===== src/hw/rtl/polygon_area_centroid_top_assert.svh =====
// Assertion macros for the polygon area and centroid block.
`ifndef POLYGON_AREA_CENTROID_TOP_ASSERT_SVH
`define POLYGON_AREA_CENTROID_TOP_ASSERT_SVH

`ifndef SYNTHESIS
// same-cycle implication
`define PAC_ASSERT_IMP(lbl, clk, rst_n, ante, cons) \
    lbl: assert property (@(posedge clk) disable iff (!rst_n) (ante) |-> (cons)) \
        else $error("assertion failed");
// next-cycle implication
`define PAC_ASSERT_NXT(lbl, clk, rst_n, ante, cons) \
    lbl: assert property (@(posedge clk) disable iff (!rst_n) (ante) |=> (cons)) \
        else $error("assertion failed");
`else
`define PAC_ASSERT_IMP(lbl, clk, rst_n, ante, cons)
`define PAC_ASSERT_NXT(lbl, clk, rst_n, ante, cons)
`endif

`endif


===== src/hw/rtl/pac_pkg.sv =====
package pac_pkg;

    localparam int COORD_W = 16;
    localparam int SUM_W   = COORD_W + 1;
    localparam int CRS_W   = 2 * COORD_W + 1;
    localparam int PROD_W  = SUM_W + CRS_W;
    localparam int AREA_W  = 46;
    localparam int MOM_W   = 64;
    localparam int OUT_W   = 24;

    localparam int MAX_VERTICES_DEF = 4096;
    localparam int COORD_BITS_DEF   = 16;
    localparam int FRAC_BITS_DEF    = 8;

    localparam logic signed [OUT_W-1:0] OUT_MAX = {1'b0, {(OUT_W-1){1'b1}}};
    localparam logic signed [OUT_W-1:0] OUT_MIN = {1'b1, {(OUT_W-1){1'b0}}};

endpackage


===== src/hw/rtl/pac_mul.sv =====
module pac_mul
    import pac_pkg::*;
(
    input  logic                     aclk,
    input  logic signed [SUM_W-1:0]  mul_a,
    input  logic signed [CRS_W-1:0]  mul_b,
    output logic signed [PROD_W-1:0] prod_reg
);

    always_ff @(posedge aclk) begin
        prod_reg <= mul_a * mul_b;
    end

endmodule


===== src/hw/rtl/pac_div.sv =====
module pac_div
    import pac_pkg::*;
#(
    parameter int FRAC_BITS = FRAC_BITS_DEF
) (
    input  logic                     aclk,
    input  logic                     aresetn,
    input  logic                     start,
    input  logic signed [MOM_W-1:0]  num,
    input  logic signed [AREA_W-1:0] area,
    output logic                     done_reg,
    output logic signed [OUT_W-1:0]  quot_reg
);

    localparam int NUM_W = MOM_W + FRAC_BITS;
    localparam int CNT_W = $clog2(NUM_W);
    localparam int DEN_W = AREA_W + 1;
    localparam logic [CNT_W-1:0] LAST_BIT = CNT_W'(NUM_W - 1);
    localparam logic [NUM_W-1:0] POS_LIM  = NUM_W'((64'd1 << (OUT_W - 1)) - 64'd1);
    localparam logic [NUM_W-1:0] NEG_LIM  = NUM_W'(64'd1 << (OUT_W - 1));

    typedef enum logic [1:0] {
        D_IDLE,
        D_PREP,
        D_RUN,
        D_FIN
    } div_state_t;

    div_state_t        state_reg;
    logic              neg_reg;
    logic [NUM_W-1:0]  num_reg;
    logic [AREA_W-1:0] amag_reg;
    logic [DEN_W-1:0]  den_reg;
    logic [DEN_W-1:0]  rem_reg;
    logic [CNT_W-1:0]  cnt_reg;

    logic [MOM_W-1:0]  nmag;
    logic [AREA_W-1:0] amag;
    logic [DEN_W:0]    rem_sh;
    logic [DEN_W:0]    diff;
    logic              ge;

    assign nmag   = num[MOM_W-1] ? MOM_W'(-num) : MOM_W'(num);
    assign amag   = area[AREA_W-1] ? AREA_W'(-area) : AREA_W'(area);
    assign rem_sh = {rem_reg, num_reg[NUM_W-1]};
    assign diff   = rem_sh - {1'b0, den_reg};
    assign ge     = (rem_sh >= {1'b0, den_reg});

    always_ff @(posedge aclk) begin
        if (!aresetn) begin
            state_reg <= D_IDLE;
            done_reg  <= 1'b0;
        end else begin
            done_reg <= 1'b0;
            unique case (state_reg)
                D_IDLE: begin
                    if (start) begin
                        neg_reg   <= num[MOM_W-1] ^ area[AREA_W-1];
                        num_reg   <= NUM_W'(nmag) << FRAC_BITS;
                        amag_reg  <= amag;
                        state_reg <= D_PREP;
                    end
                end
                D_PREP: begin
                    // divisor is three times the magnitude of the doubled area
                    den_reg   <= {amag_reg, 1'b0} + {1'b0, amag_reg};
                    rem_reg   <= '0;
                    cnt_reg   <= LAST_BIT;
                    state_reg <= D_RUN;
                end
                D_RUN: begin
                    rem_reg <= ge ? diff[DEN_W-1:0] : rem_sh[DEN_W-1:0];
                    num_reg <= {num_reg[NUM_W-2:0], ge};
                    if (cnt_reg == '0) begin
                        state_reg <= D_FIN;
                    end else begin
                        cnt_reg <= cnt_reg - CNT_W'(1);
                    end
                end
                D_FIN: begin
                    if (!neg_reg) begin
                        quot_reg <= (num_reg > POS_LIM) ? OUT_MAX
                                                        : $signed(num_reg[OUT_W-1:0]);
                    end else begin
                        quot_reg <= (num_reg > NEG_LIM) ? OUT_MIN
                                                        : $signed(OUT_W'(-num_reg[OUT_W-1:0]));
                    end
                    done_reg  <= 1'b1;
                    state_reg <= D_IDLE;
                end
                default: state_reg <= D_IDLE;
            endcase
        end
    end

endmodule


===== src/hw/rtl/polygon_area_centroid_top.sv =====
// Channel  Dir  Ports                                             Request
// s_       in   s_vertex_x s_vertex_y s_ring_end s_set_end        one vertex
// m_       out  m_centroid_x m_centroid_y m_twice_area            one set result
//               m_area_zero m_count_overflow
// First vertex of a ring: stored only. Each edge: states P1, P2, C, MX, MY and AY,
// using the shared multiplier. Set end: plus two divides (bit-serial divider), skipped
// when the area is zero, then the result register is loaded in ST_OUT.
// aresetn is synchronous, active low; it clears the sequencer and the sums.
// A pending result does not block input; a new result waits until the old one is taken.
`include "polygon_area_centroid_top_assert.svh"

module polygon_area_centroid_top
    import pac_pkg::*;
#(
    parameter int MAX_VERTICES = MAX_VERTICES_DEF,
    parameter int COORD_BITS   = COORD_BITS_DEF,
    parameter int FRAC_BITS    = FRAC_BITS_DEF
) (
    input  logic                     aclk,
    input  logic                     aresetn,
    input  logic                     s_valid,
    output logic                     s_ready,
    input  logic signed [15:0]       s_vertex_x,
    input  logic signed [15:0]       s_vertex_y,
    input  logic                     s_ring_end,
    input  logic                     s_set_end,
    output logic                     m_valid,
    input  logic                     m_ready,
    output logic signed [OUT_W-1:0]  m_centroid_x,
    output logic signed [OUT_W-1:0]  m_centroid_y,
    output logic signed [AREA_W-1:0] m_twice_area,
    output logic                     m_area_zero,
    output logic                     m_count_overflow
);

    localparam int CNT_W = $clog2(MAX_VERTICES + 1);

    typedef enum logic [3:0] {
        ST_IDLE,
        ST_P1,
        ST_P2,
        ST_C,
        ST_MX,
        ST_MY,
        ST_AY,
        ST_DIVX,
        ST_WAITX,
        ST_DIVY,
        ST_WAITY,
        ST_OUT
    } pac_state_t;

    pac_state_t                state_reg;
    logic                      started_reg;
    logic                      close_reg;
    logic                      send_reg;
    logic [CNT_W-1:0]          cnt_reg;
    logic                      ovf_reg;
    logic signed [COORD_W-1:0] first_x_reg, first_y_reg;
    logic signed [COORD_W-1:0] prev_x_reg, prev_y_reg;
    logic signed [COORD_W-1:0] ex0_reg, ey0_reg, ex1_reg, ey1_reg;
    logic signed [CRS_W-1:0]   p1_reg;
    logic signed [CRS_W-1:0]   c_reg;
    logic signed [AREA_W-1:0]  cross_reg;
    logic signed [MOM_W-1:0]   momx_reg, momy_reg;
    logic signed [OUT_W-1:0]   qx_reg, qy_reg;

    logic                      m_valid_reg;
    logic signed [OUT_W-1:0]   m_cx_reg, m_cy_reg;
    logic signed [AREA_W-1:0]  m_area_reg;
    logic                      m_zero_reg;
    logic                      m_ovf_reg;

    logic signed [COORD_W-1:0] xs, ys;
    logic signed [SUM_W-1:0]   sum_x, sum_y;
    logic signed [SUM_W-1:0]   mul_a;
    logic signed [CRS_W-1:0]   mul_b;
    logic signed [PROD_W-1:0]  prod;
    logic signed [CRS_W-1:0]   c_calc;
    logic                      area_zero;
    logic                      div_start;
    logic signed [MOM_W-1:0]   div_num;
    logic                      div_done;
    logic signed [OUT_W-1:0]   div_q;
    logic                      close_in;

    assign xs        = COORD_W'($signed(s_vertex_x[COORD_BITS-1:0]));
    assign ys        = COORD_W'($signed(s_vertex_y[COORD_BITS-1:0]));
    assign close_in  = s_ring_end | s_set_end;
    assign sum_x     = SUM_W'(ex0_reg) + SUM_W'(ex1_reg);
    assign sum_y     = SUM_W'(ey0_reg) + SUM_W'(ey1_reg);
    assign c_calc    = p1_reg - $signed(prod[CRS_W-1:0]);
    assign area_zero = (cross_reg == '0);
    assign div_start = (state_reg == ST_DIVX) || (state_reg == ST_DIVY);
    assign div_num   = (state_reg == ST_DIVX) ? momx_reg : momy_reg;
    assign s_ready   = (state_reg == ST_IDLE);

    always_comb begin
        mul_a = sum_x;
        mul_b = c_reg;
        unique case (state_reg)
            ST_P1: begin
                mul_a = SUM_W'(ex0_reg);
                mul_b = CRS_W'(ey1_reg);
            end
            ST_P2: begin
                mul_a = SUM_W'(ex1_reg);
                mul_b = CRS_W'(ey0_reg);
            end
            ST_MY: mul_a = sum_y;
            default: mul_a = sum_x;
        endcase
    end

    pac_mul u_mul (
        .aclk     (aclk),
        .mul_a    (mul_a),
        .mul_b    (mul_b),
        .prod_reg (prod)
    );

    pac_div #(
        .FRAC_BITS (FRAC_BITS)
    ) u_div (
        .aclk     (aclk),
        .aresetn  (aresetn),
        .start    (div_start),
        .num      (div_num),
        .area     (cross_reg),
        .done_reg (div_done),
        .quot_reg (div_q)
    );

    always_ff @(posedge aclk) begin
        if (!aresetn) begin
            state_reg   <= ST_IDLE;
            started_reg <= 1'b0;
            close_reg   <= 1'b0;
            send_reg    <= 1'b0;
            cnt_reg     <= '0;
            ovf_reg     <= 1'b0;
            cross_reg   <= '0;
            momx_reg    <= '0;
            momy_reg    <= '0;
            m_valid_reg <= 1'b0;
        end else begin
            if (m_valid_reg && m_ready && (state_reg != ST_OUT)) begin
                m_valid_reg <= 1'b0;
            end
            unique case (state_reg)
                ST_IDLE: begin
                    if (s_valid) begin
                        if (cnt_reg >= CNT_W'(MAX_VERTICES)) begin
                            ovf_reg <= 1'b1;
                        end else begin
                            cnt_reg <= cnt_reg + CNT_W'(1);
                        end
                        prev_x_reg  <= xs;
                        prev_y_reg  <= ys;
                        send_reg    <= s_set_end;
                        started_reg <= !close_in;
                        if (started_reg) begin
                            ex0_reg   <= prev_x_reg;
                            ey0_reg   <= prev_y_reg;
                            ex1_reg   <= xs;
                            ey1_reg   <= ys;
                            close_reg <= close_in;
                            state_reg <= ST_P1;
                        end else begin
                            // first vertex of a ring; a lone-vertex ring adds no edge
                            first_x_reg <= xs;
                            first_y_reg <= ys;
                            if (s_set_end) begin
                                state_reg <= area_zero ? ST_OUT : ST_DIVX;
                            end
                        end
                    end
                end
                ST_P1: state_reg <= ST_P2;
                ST_P2: begin
                    p1_reg    <= $signed(prod[CRS_W-1:0]);
                    state_reg <= ST_C;
                end
                ST_C: begin
                    c_reg     <= c_calc;
                    cross_reg <= cross_reg + AREA_W'(c_calc);
                    state_reg <= ST_MX;
                end
                ST_MX: state_reg <= ST_MY;
                ST_MY: begin
                    momx_reg  <= momx_reg + MOM_W'(prod);
                    state_reg <= ST_AY;
                end
                ST_AY: begin
                    momy_reg <= momy_reg + MOM_W'(prod);
                    if (close_reg) begin
                        // closing edge back to the ring's first vertex
                        close_reg <= 1'b0;
                        ex0_reg   <= prev_x_reg;
                        ey0_reg   <= prev_y_reg;
                        ex1_reg   <= first_x_reg;
                        ey1_reg   <= first_y_reg;
                        state_reg <= ST_P1;
                    end else if (send_reg) begin
                        state_reg <= area_zero ? ST_OUT : ST_DIVX;
                    end else begin
                        state_reg <= ST_IDLE;
                    end
                end
                ST_DIVX: state_reg <= ST_WAITX;
                ST_WAITX: begin
                    if (div_done) begin
                        qx_reg    <= div_q;
                        state_reg <= ST_DIVY;
                    end
                end
                ST_DIVY: state_reg <= ST_WAITY;
                ST_WAITY: begin
                    if (div_done) begin
                        qy_reg    <= div_q;
                        state_reg <= ST_OUT;
                    end
                end
                ST_OUT: begin
                    if (!m_valid_reg || m_ready) begin
                        m_valid_reg <= 1'b1;
                        m_cx_reg    <= area_zero ? '0 : qx_reg;
                        m_cy_reg    <= area_zero ? '0 : qy_reg;
                        m_area_reg  <= cross_reg;
                        m_zero_reg  <= area_zero;
                        m_ovf_reg   <= ovf_reg;
                        cross_reg   <= '0;
                        momx_reg    <= '0;
                        momy_reg    <= '0;
                        cnt_reg     <= '0;
                        ovf_reg     <= 1'b0;
                        send_reg    <= 1'b0;
                        state_reg   <= ST_IDLE;
                    end
                end
                default: state_reg <= ST_IDLE;
            endcase
        end
    end

    assign m_valid          = m_valid_reg;
    assign m_centroid_x     = m_cx_reg;
    assign m_centroid_y     = m_cy_reg;
    assign m_twice_area     = m_area_reg;
    assign m_area_zero      = m_zero_reg;
    assign m_count_overflow = m_ovf_reg;

    `PAC_ASSERT_IMP(a_done_in_wait, aclk, aresetn, div_done, state_reg == ST_WAITX || state_reg == ST_WAITY)
    `PAC_ASSERT_IMP(a_zero_centroid, aclk, aresetn, m_valid_reg && m_zero_reg, m_cx_reg == '0 && m_cy_reg == '0)
    `PAC_ASSERT_IMP(a_cnt_bound, aclk, aresetn, 1'b1, cnt_reg <= CNT_W'(MAX_VERTICES))
    `PAC_ASSERT_IMP(a_ovf_full, aclk, aresetn, ovf_reg, cnt_reg == CNT_W'(MAX_VERTICES))
    `PAC_ASSERT_NXT(a_edge_busy, aclk, aresetn, s_valid && s_ready && started_reg, !s_ready)

endmodule


===== config.mk =====
export PLATFORM = sky130hd
export DESIGN_NAME = polygon_area_centroid_top
export DESIGN_NICKNAME = d
export VERILOG_FILES = /design/src/hw/rtl/pac_pkg.sv /design/src/hw/rtl/pac_mul.sv /design/src/hw/rtl/pac_div.sv /design/src/hw/rtl/polygon_area_centroid_top.sv
export VERILOG_INCLUDE_DIRS = /design/src /design/src/hw/rtl
export SDC_FILE = /design/constraint.sdc
export NUM_CORES = 2
export LEC_CHECK = 0
export ABC_AREA = 1
export CAP_MARGIN = 10
export CELL_PAD_IN_SITES_DETAIL_PLACEMENT = 2
export CELL_PAD_IN_SITES_GLOBAL_PLACEMENT = 2
export CORE_MARGIN = 3
export CORE_UTILIZATION = 39
export CTS_CLUSTER_SIZE = 12
export DETAILED_ROUTE_END_ITERATION = 8
export DONT_BUFFER_PORTS = 1
export GPL_ROUTABILITY_DRIVEN = 0
export HOLD_SLACK_MARGIN = 0.08
export PLACE_DENSITY = 0.87
export SYNTH_ARGS = -nofsm -noshare
export SYNTH_HDL_FRONTEND = slang
export SYNTH_HIERARCHICAL = 1
export SYNTH_SLANG_ARGS = --single-unit

===== constraint.sdc =====
create_clock -name aclk -period 15.15 [get_ports aclk]
set_input_delay 0.7575 -clock aclk [delete_from_list [all_inputs] [get_ports aclk]]
set_output_delay 0.7575 -clock aclk [all_outputs]
set_load 0.02 [all_outputs]

# Word level (Yosys, flattened, before mapping)
# Index checks and enable logic that the tools add are counted.
[classes] n_eq_ne=27 multipliers=1 n_reduce_logical=41 addsub=13 muxes=65 order_cmp=4 bitwise=3
[op_table] cell="64-bit one-hot mux with 2 select lines" n=2
[op_table] cell="16-bit 2-to-1 mux" n=12
[op_table] cell="64-bit 2-to-1 mux" n=3
[op_table] cell="72-bit one-hot mux with 2 select lines" n=1
[op_table] cell="64-bit by 50-bit adder with 64-bit output" n=2
[op_table] cell="16-bit one-hot mux with 2 select lines" n=4
[op_table] cell="47-bit one-hot mux with 2 select lines" n=1
[op_table] cell="46-bit one-hot mux with 2 select lines" n=1
[op_table] cell="72-bit by 23-bit > comparator with 1-bit output (second input constant)" n=1
[op_table] cell="72-bit by 24-bit > comparator with 1-bit output (second input constant)" n=1
[op_table] cell="24-bit 2-to-1 mux" n=3
[op_table] cell="72-bit 2-to-1 mux" n=1
[op_table] cell="33-bit one-hot mux with 2 select lines" n=1
[op_table] cell="64-bit negator" n=1
[op_table] cell="17-bit one-hot mux with 3 select lines" n=1
[op_table] cell="17-bit by 33-bit multiplier with 50-bit output" n=1
[op_table] cell="48-bit by 47-bit >= comparator with 1-bit output" n=1
[op_table] cell="4-bit one-hot mux with 12 select lines" n=1
[op_table] cell="47-bit by 46-bit adder with 47-bit output" n=1
[op_table] cell="47-bit 2-to-1 mux" n=1
[op_table] cell="47-bit subtractor" n=1
[op_table] cell="46-bit by 33-bit adder with 46-bit output" n=1
[op_table] cell="46-bit zero test" n=1
[op_table] cell="46-bit 2-to-1 mux" n=1
[op_table] cell="41 further kinds" n=110
[word_totals] in_bits=38 output_inout_bits=98 word_cells=192 register_bits=831

# Longest topological paths before layout
[logic_depth] depth_word=6 ltp_mapped=41 depth_no_buf=39

# Cells and area by module
# Netlist, hierarchy kept.
[by_module_without_submodules] mod="polygon_area_centroid_top" seq_area_each_um2=14073.5 instances=1 area_per_inst_um2=35509.1 cells_each=4941
[by_module_without_submodules] mod="pac_mul" seq_area_each_um2=1001.0 instances=1 area_per_inst_um2=22392.7 cells_each=2990
[by_module_without_submodules] mod="pac_div" seq_area_each_um2=7387.1 instances=1 area_per_inst_um2=20955.1 cells_each=3093

# Worst setup path before layout
# Ideal clock, no wire load.
[synth_path] path_type="input -> register" start="in s_valid" end="reg ex0_reg[0] (enable)" path_slack_ns=3.232 path_buffers=0 setup_time_ns=0.827 arrival_time_ns=11.090 cell_stages=4 cell_sequence="inv_1 nor2_1 inv_1 a2111oi_0"
[synth_via] elab_chain_cells=2
[synth_rtl] element="start, declared" line_no="polygon_area_centroid_top.sv:21" rtl="input logic s_valid,"
[synth_rtl] element="2-bit != test (no line)"
[synth_rtl] element="5-bit AND reduction (no line)"
[synth_rtl] element="end signal, assigned" line_no="polygon_area_centroid_top.sv:163" rtl="ex0_reg <= prev_x_reg;"
[synth_rtl] element="end signal, assigned" line_no="polygon_area_centroid_top.sv:199" rtl="ex0_reg <= prev_x_reg;"
[synth_rtl] element="end, declared" line_no="polygon_area_centroid_top.sv:61" rtl="logic signed [COORD_W-1:0] ex0_reg, ey0_reg, ex1_reg, ey1_reg;"
# Every way passes these cells.
# A chain may end at the register's enable or synchronous reset.

# Final worst setup path
[layout_path] start="reg ey0_reg[2]" end="reg u_mul.prod_reg[45]"
[layout_via] elab_chain_cells=3
[layout_rtl] element="start, declared" line_no="polygon_area_centroid_top.sv:61"
[layout_rtl] element="start signal, assigned" line_no="polygon_area_centroid_top.sv:164" rtl="ey0_reg <= prev_y_reg;"
[layout_rtl] element="start signal, assigned" line_no="polygon_area_centroid_top.sv:200" rtl="ey0_reg <= prev_y_reg;"
[layout_rtl] element="16-bit by 16-bit adder with 17-bit output" line_no="polygon_area_centroid_top.sv:91" rtl="assign sum_y = SUM_W'(ey0_reg) + SUM_W'(ey1_reg);"
[layout_rtl] element="17-bit one-hot mux with 3 select lines" line_no="polygon_area_centroid_top.sv:101" rtl="unique case (state_reg)"
[layout_rtl] element="via mul_a[15]" line_no="polygon_area_centroid_top.sv:76" rtl="logic signed [SUM_W-1:0] mul_a;"
[layout_rtl] element="17-bit by 33-bit multiplier with 50-bit output" line_no="pac_mul.sv:11" rtl="prod_reg <= mul_a * mul_b;"
[layout_rtl] element="end signal, assigned" line_no="pac_mul.sv:11"
[layout_rtl] element="end, declared" line_no="pac_mul.sv:7" rtl="output logic signed [PROD_W-1:0] prod_reg"
# The timed path passes the listed nets, and every way through them passes these cells.

==> metrics <==
Synthesis Warnings 6; share of layout cells above drive strength 1 0.0426; status complete, no violations; first-pass GRT wire length ~670 mm; Seq/Total Area, Yosys 0.285; Mapped Cells roughly 11000; pin count of the biggest net entering global routing between 80 and 90; core box area roughly 200000 um^2; nets around 12000; Initial DRC Count approximately 8800; CP bufs+invs 6; TNS Setup 0 ps; number of max-cap violations 0; final hold vios 0; Fmax achieved between 0.08 and 0.09 GHz; grt ovf 0; CP Launch Type register; DRC Markers 0; worst-path maximum fanout 20; unrepaired setup endpoints after global routing false; clock root cell clkbuf_16; Util after Layout 0.428; Overall Global Routing Usage 0.433; CP delay by family, top adder cells; slowest stage cell, crit path fa_1; synthesized area per cell 7.15 um^2; max reg flops 72; Synth async-reset ratio 0; commonest non-fill, non-tap cell in the layout nand2_1; CTS tree yes; Cell Rows 164; drt via density between 6 and 7; H-tree lvl count 3; Synth Register Bits 831; Netlist cell types 66; Setup Viol. Count Final 0; DPL Wire Length approximately 310 mm; Worst EP arrival about 12000 ps; Crit. End Element register; Crit Path Category reg2reg; vias in the first global route roughly 96000; number of synthesized flops with an enable pin 582; IO buf count 0; Initial Util 0.393; Tcrit/Tclk final 0.749; WP data required 15670 ps; Area growth, synth to finish 8.81%; Max Slew Vio Count 0; commonest non-fill, non-tap cells in the layout nand2_1 (3241), inv_1 (1975), nor2_1 (1033); clock skew about 65 ps; full die area roughly 210000 um^2; Vert. Die Dim ~460 um; dominant synthesized flop cell edfxtp_1; ANT nets after route 0; maximum clock insertion buffer count 3; initial antenna violation count slightly below 60; Mapped Nets approximately 12000; clock latency on the worst-skew pair 830 ps; WL final 459 mm; Ports roughly 140; CTS clock-pin slew for the worst setup and hold paths 80 ps; TritonCTS Buffers 104; Fillers about 23000; Slowest Stage Delay on Critical Path ~940 ps; clock sinks approximately 830; relative max-transition margin 0.0857; Least-Margin Pin Slew 1370 ps; via count between 80000 and 90000; Die X about 460 um; setup bufs post-CTS 0; fin crit period 11350 ps; DRT Pass-1 Iters 8; Netlist Area Pre-Place 78900 um^2; DR WL/cell between 30 and 40 um; Hold Crit Class in2reg
-- metrics by stage --
stage / hold slack (ps) / worst slack, ps / cells / area [um^2]
CTS: 104 / 5150 / 13705 / 85600
floorplan: 400 / 3230 / 11024 / 78900
global placement: 402 / 6420 / 13478 / 81800
global route: 140 / 3620 / 13716 / 85700
finish: 139 / 3800 / 13747 / 85800
detailed placement: 406 / 5940 / 13478 / 81800
-- worst paths after layout --
path,slack (ps),endpoint,start,depth (start not counted)
min,140,ey1_reg[8]$_DFFE_PP_,s_vertex_y[8],2
max reg2reg,3800,u_mul/prod_reg[45]$_DFF_P_,ey0_reg[2]$_DFFE_PP_,32
max,3800,u_mul/prod_reg[45]$_DFF_P_,ey0_reg[2]$_DFFE_PP_,32
min reg2reg,390,ey0_reg[6]$_DFFE_PP_,prev_y_reg[6]$_DFFE_PP_,0
-- cell usage after synthesis (136+ instances only) --
| cell type | number | area, um^2 |
|---|---|---|
| fa_1 | 544 | 10900 |
| inv_1 | 1978 | 7420 |
| edfxtp_1 | 582 | 17500 |
| ha_1 | 464 | 5810 |
| nor2_1 | 1041 | 3910 |
| nand2_1 | 3242 | 12200 |
| dfxtp_1 | 249 | 4980 |
| o21ai_0 | 390 | 1950 |
| clkbuf_1 | 229 | 860 |
| nand3_1 | 511 | 2560 |
| a21oi_1 | 764 | 3820 |
| xor2_1 | 136 | 1190 |
-- layer usage --
| metal | wire (um) | part of all wire | global-route usage | up-vias |
|---|---|---|---|---|
| li1 | - | - | - | 34556 |
| met1 | 157000 | 0.34 | 0.448 | 42731 |
| met2 | 209000 | 0.46 | 0.695 | 5452 |
| met3 | 41500 | 0.090 | 0.145 | 2764 |
| met4 | 51000 | 0.11 | 0.394 | 50 |
| met5 | 463 | 0.0010 | 0.0158 | - |
-- final cells by class --
type                    instances  area (um^2)  area share
diodes                         38         95.1     0.00111
clock buffers                 132         2860      0.0333
clock inverters                63          704     0.00821
inverters                    2053         7710      0.0899
multi-input cells            7866        47700       0.556
flip-flops and latches        831        22500       0.262
well taps                    2656         3320      0.0387
repair buffers                108          918      0.0107
-- repair_timing --
action                    in CTS  in global routing
resized for setup              0                  0
hold buffers                  32                  0
hold endpoints to repair      64                  0
-- kinds of logic after synthesis --
logic type                 synth area share
adders and majority gates             0.212
DFF                                   0.285
buffers and inverters                 0.112
AOI/OAI and AO/OA                    0.0950
xor gates and xnor gates             0.0234
and+or+nand+nor                       0.273
Power is left out: the tool's default activity adds up to more than one toggle a clock period on the data nets, which glitch-free logic cannot reach.
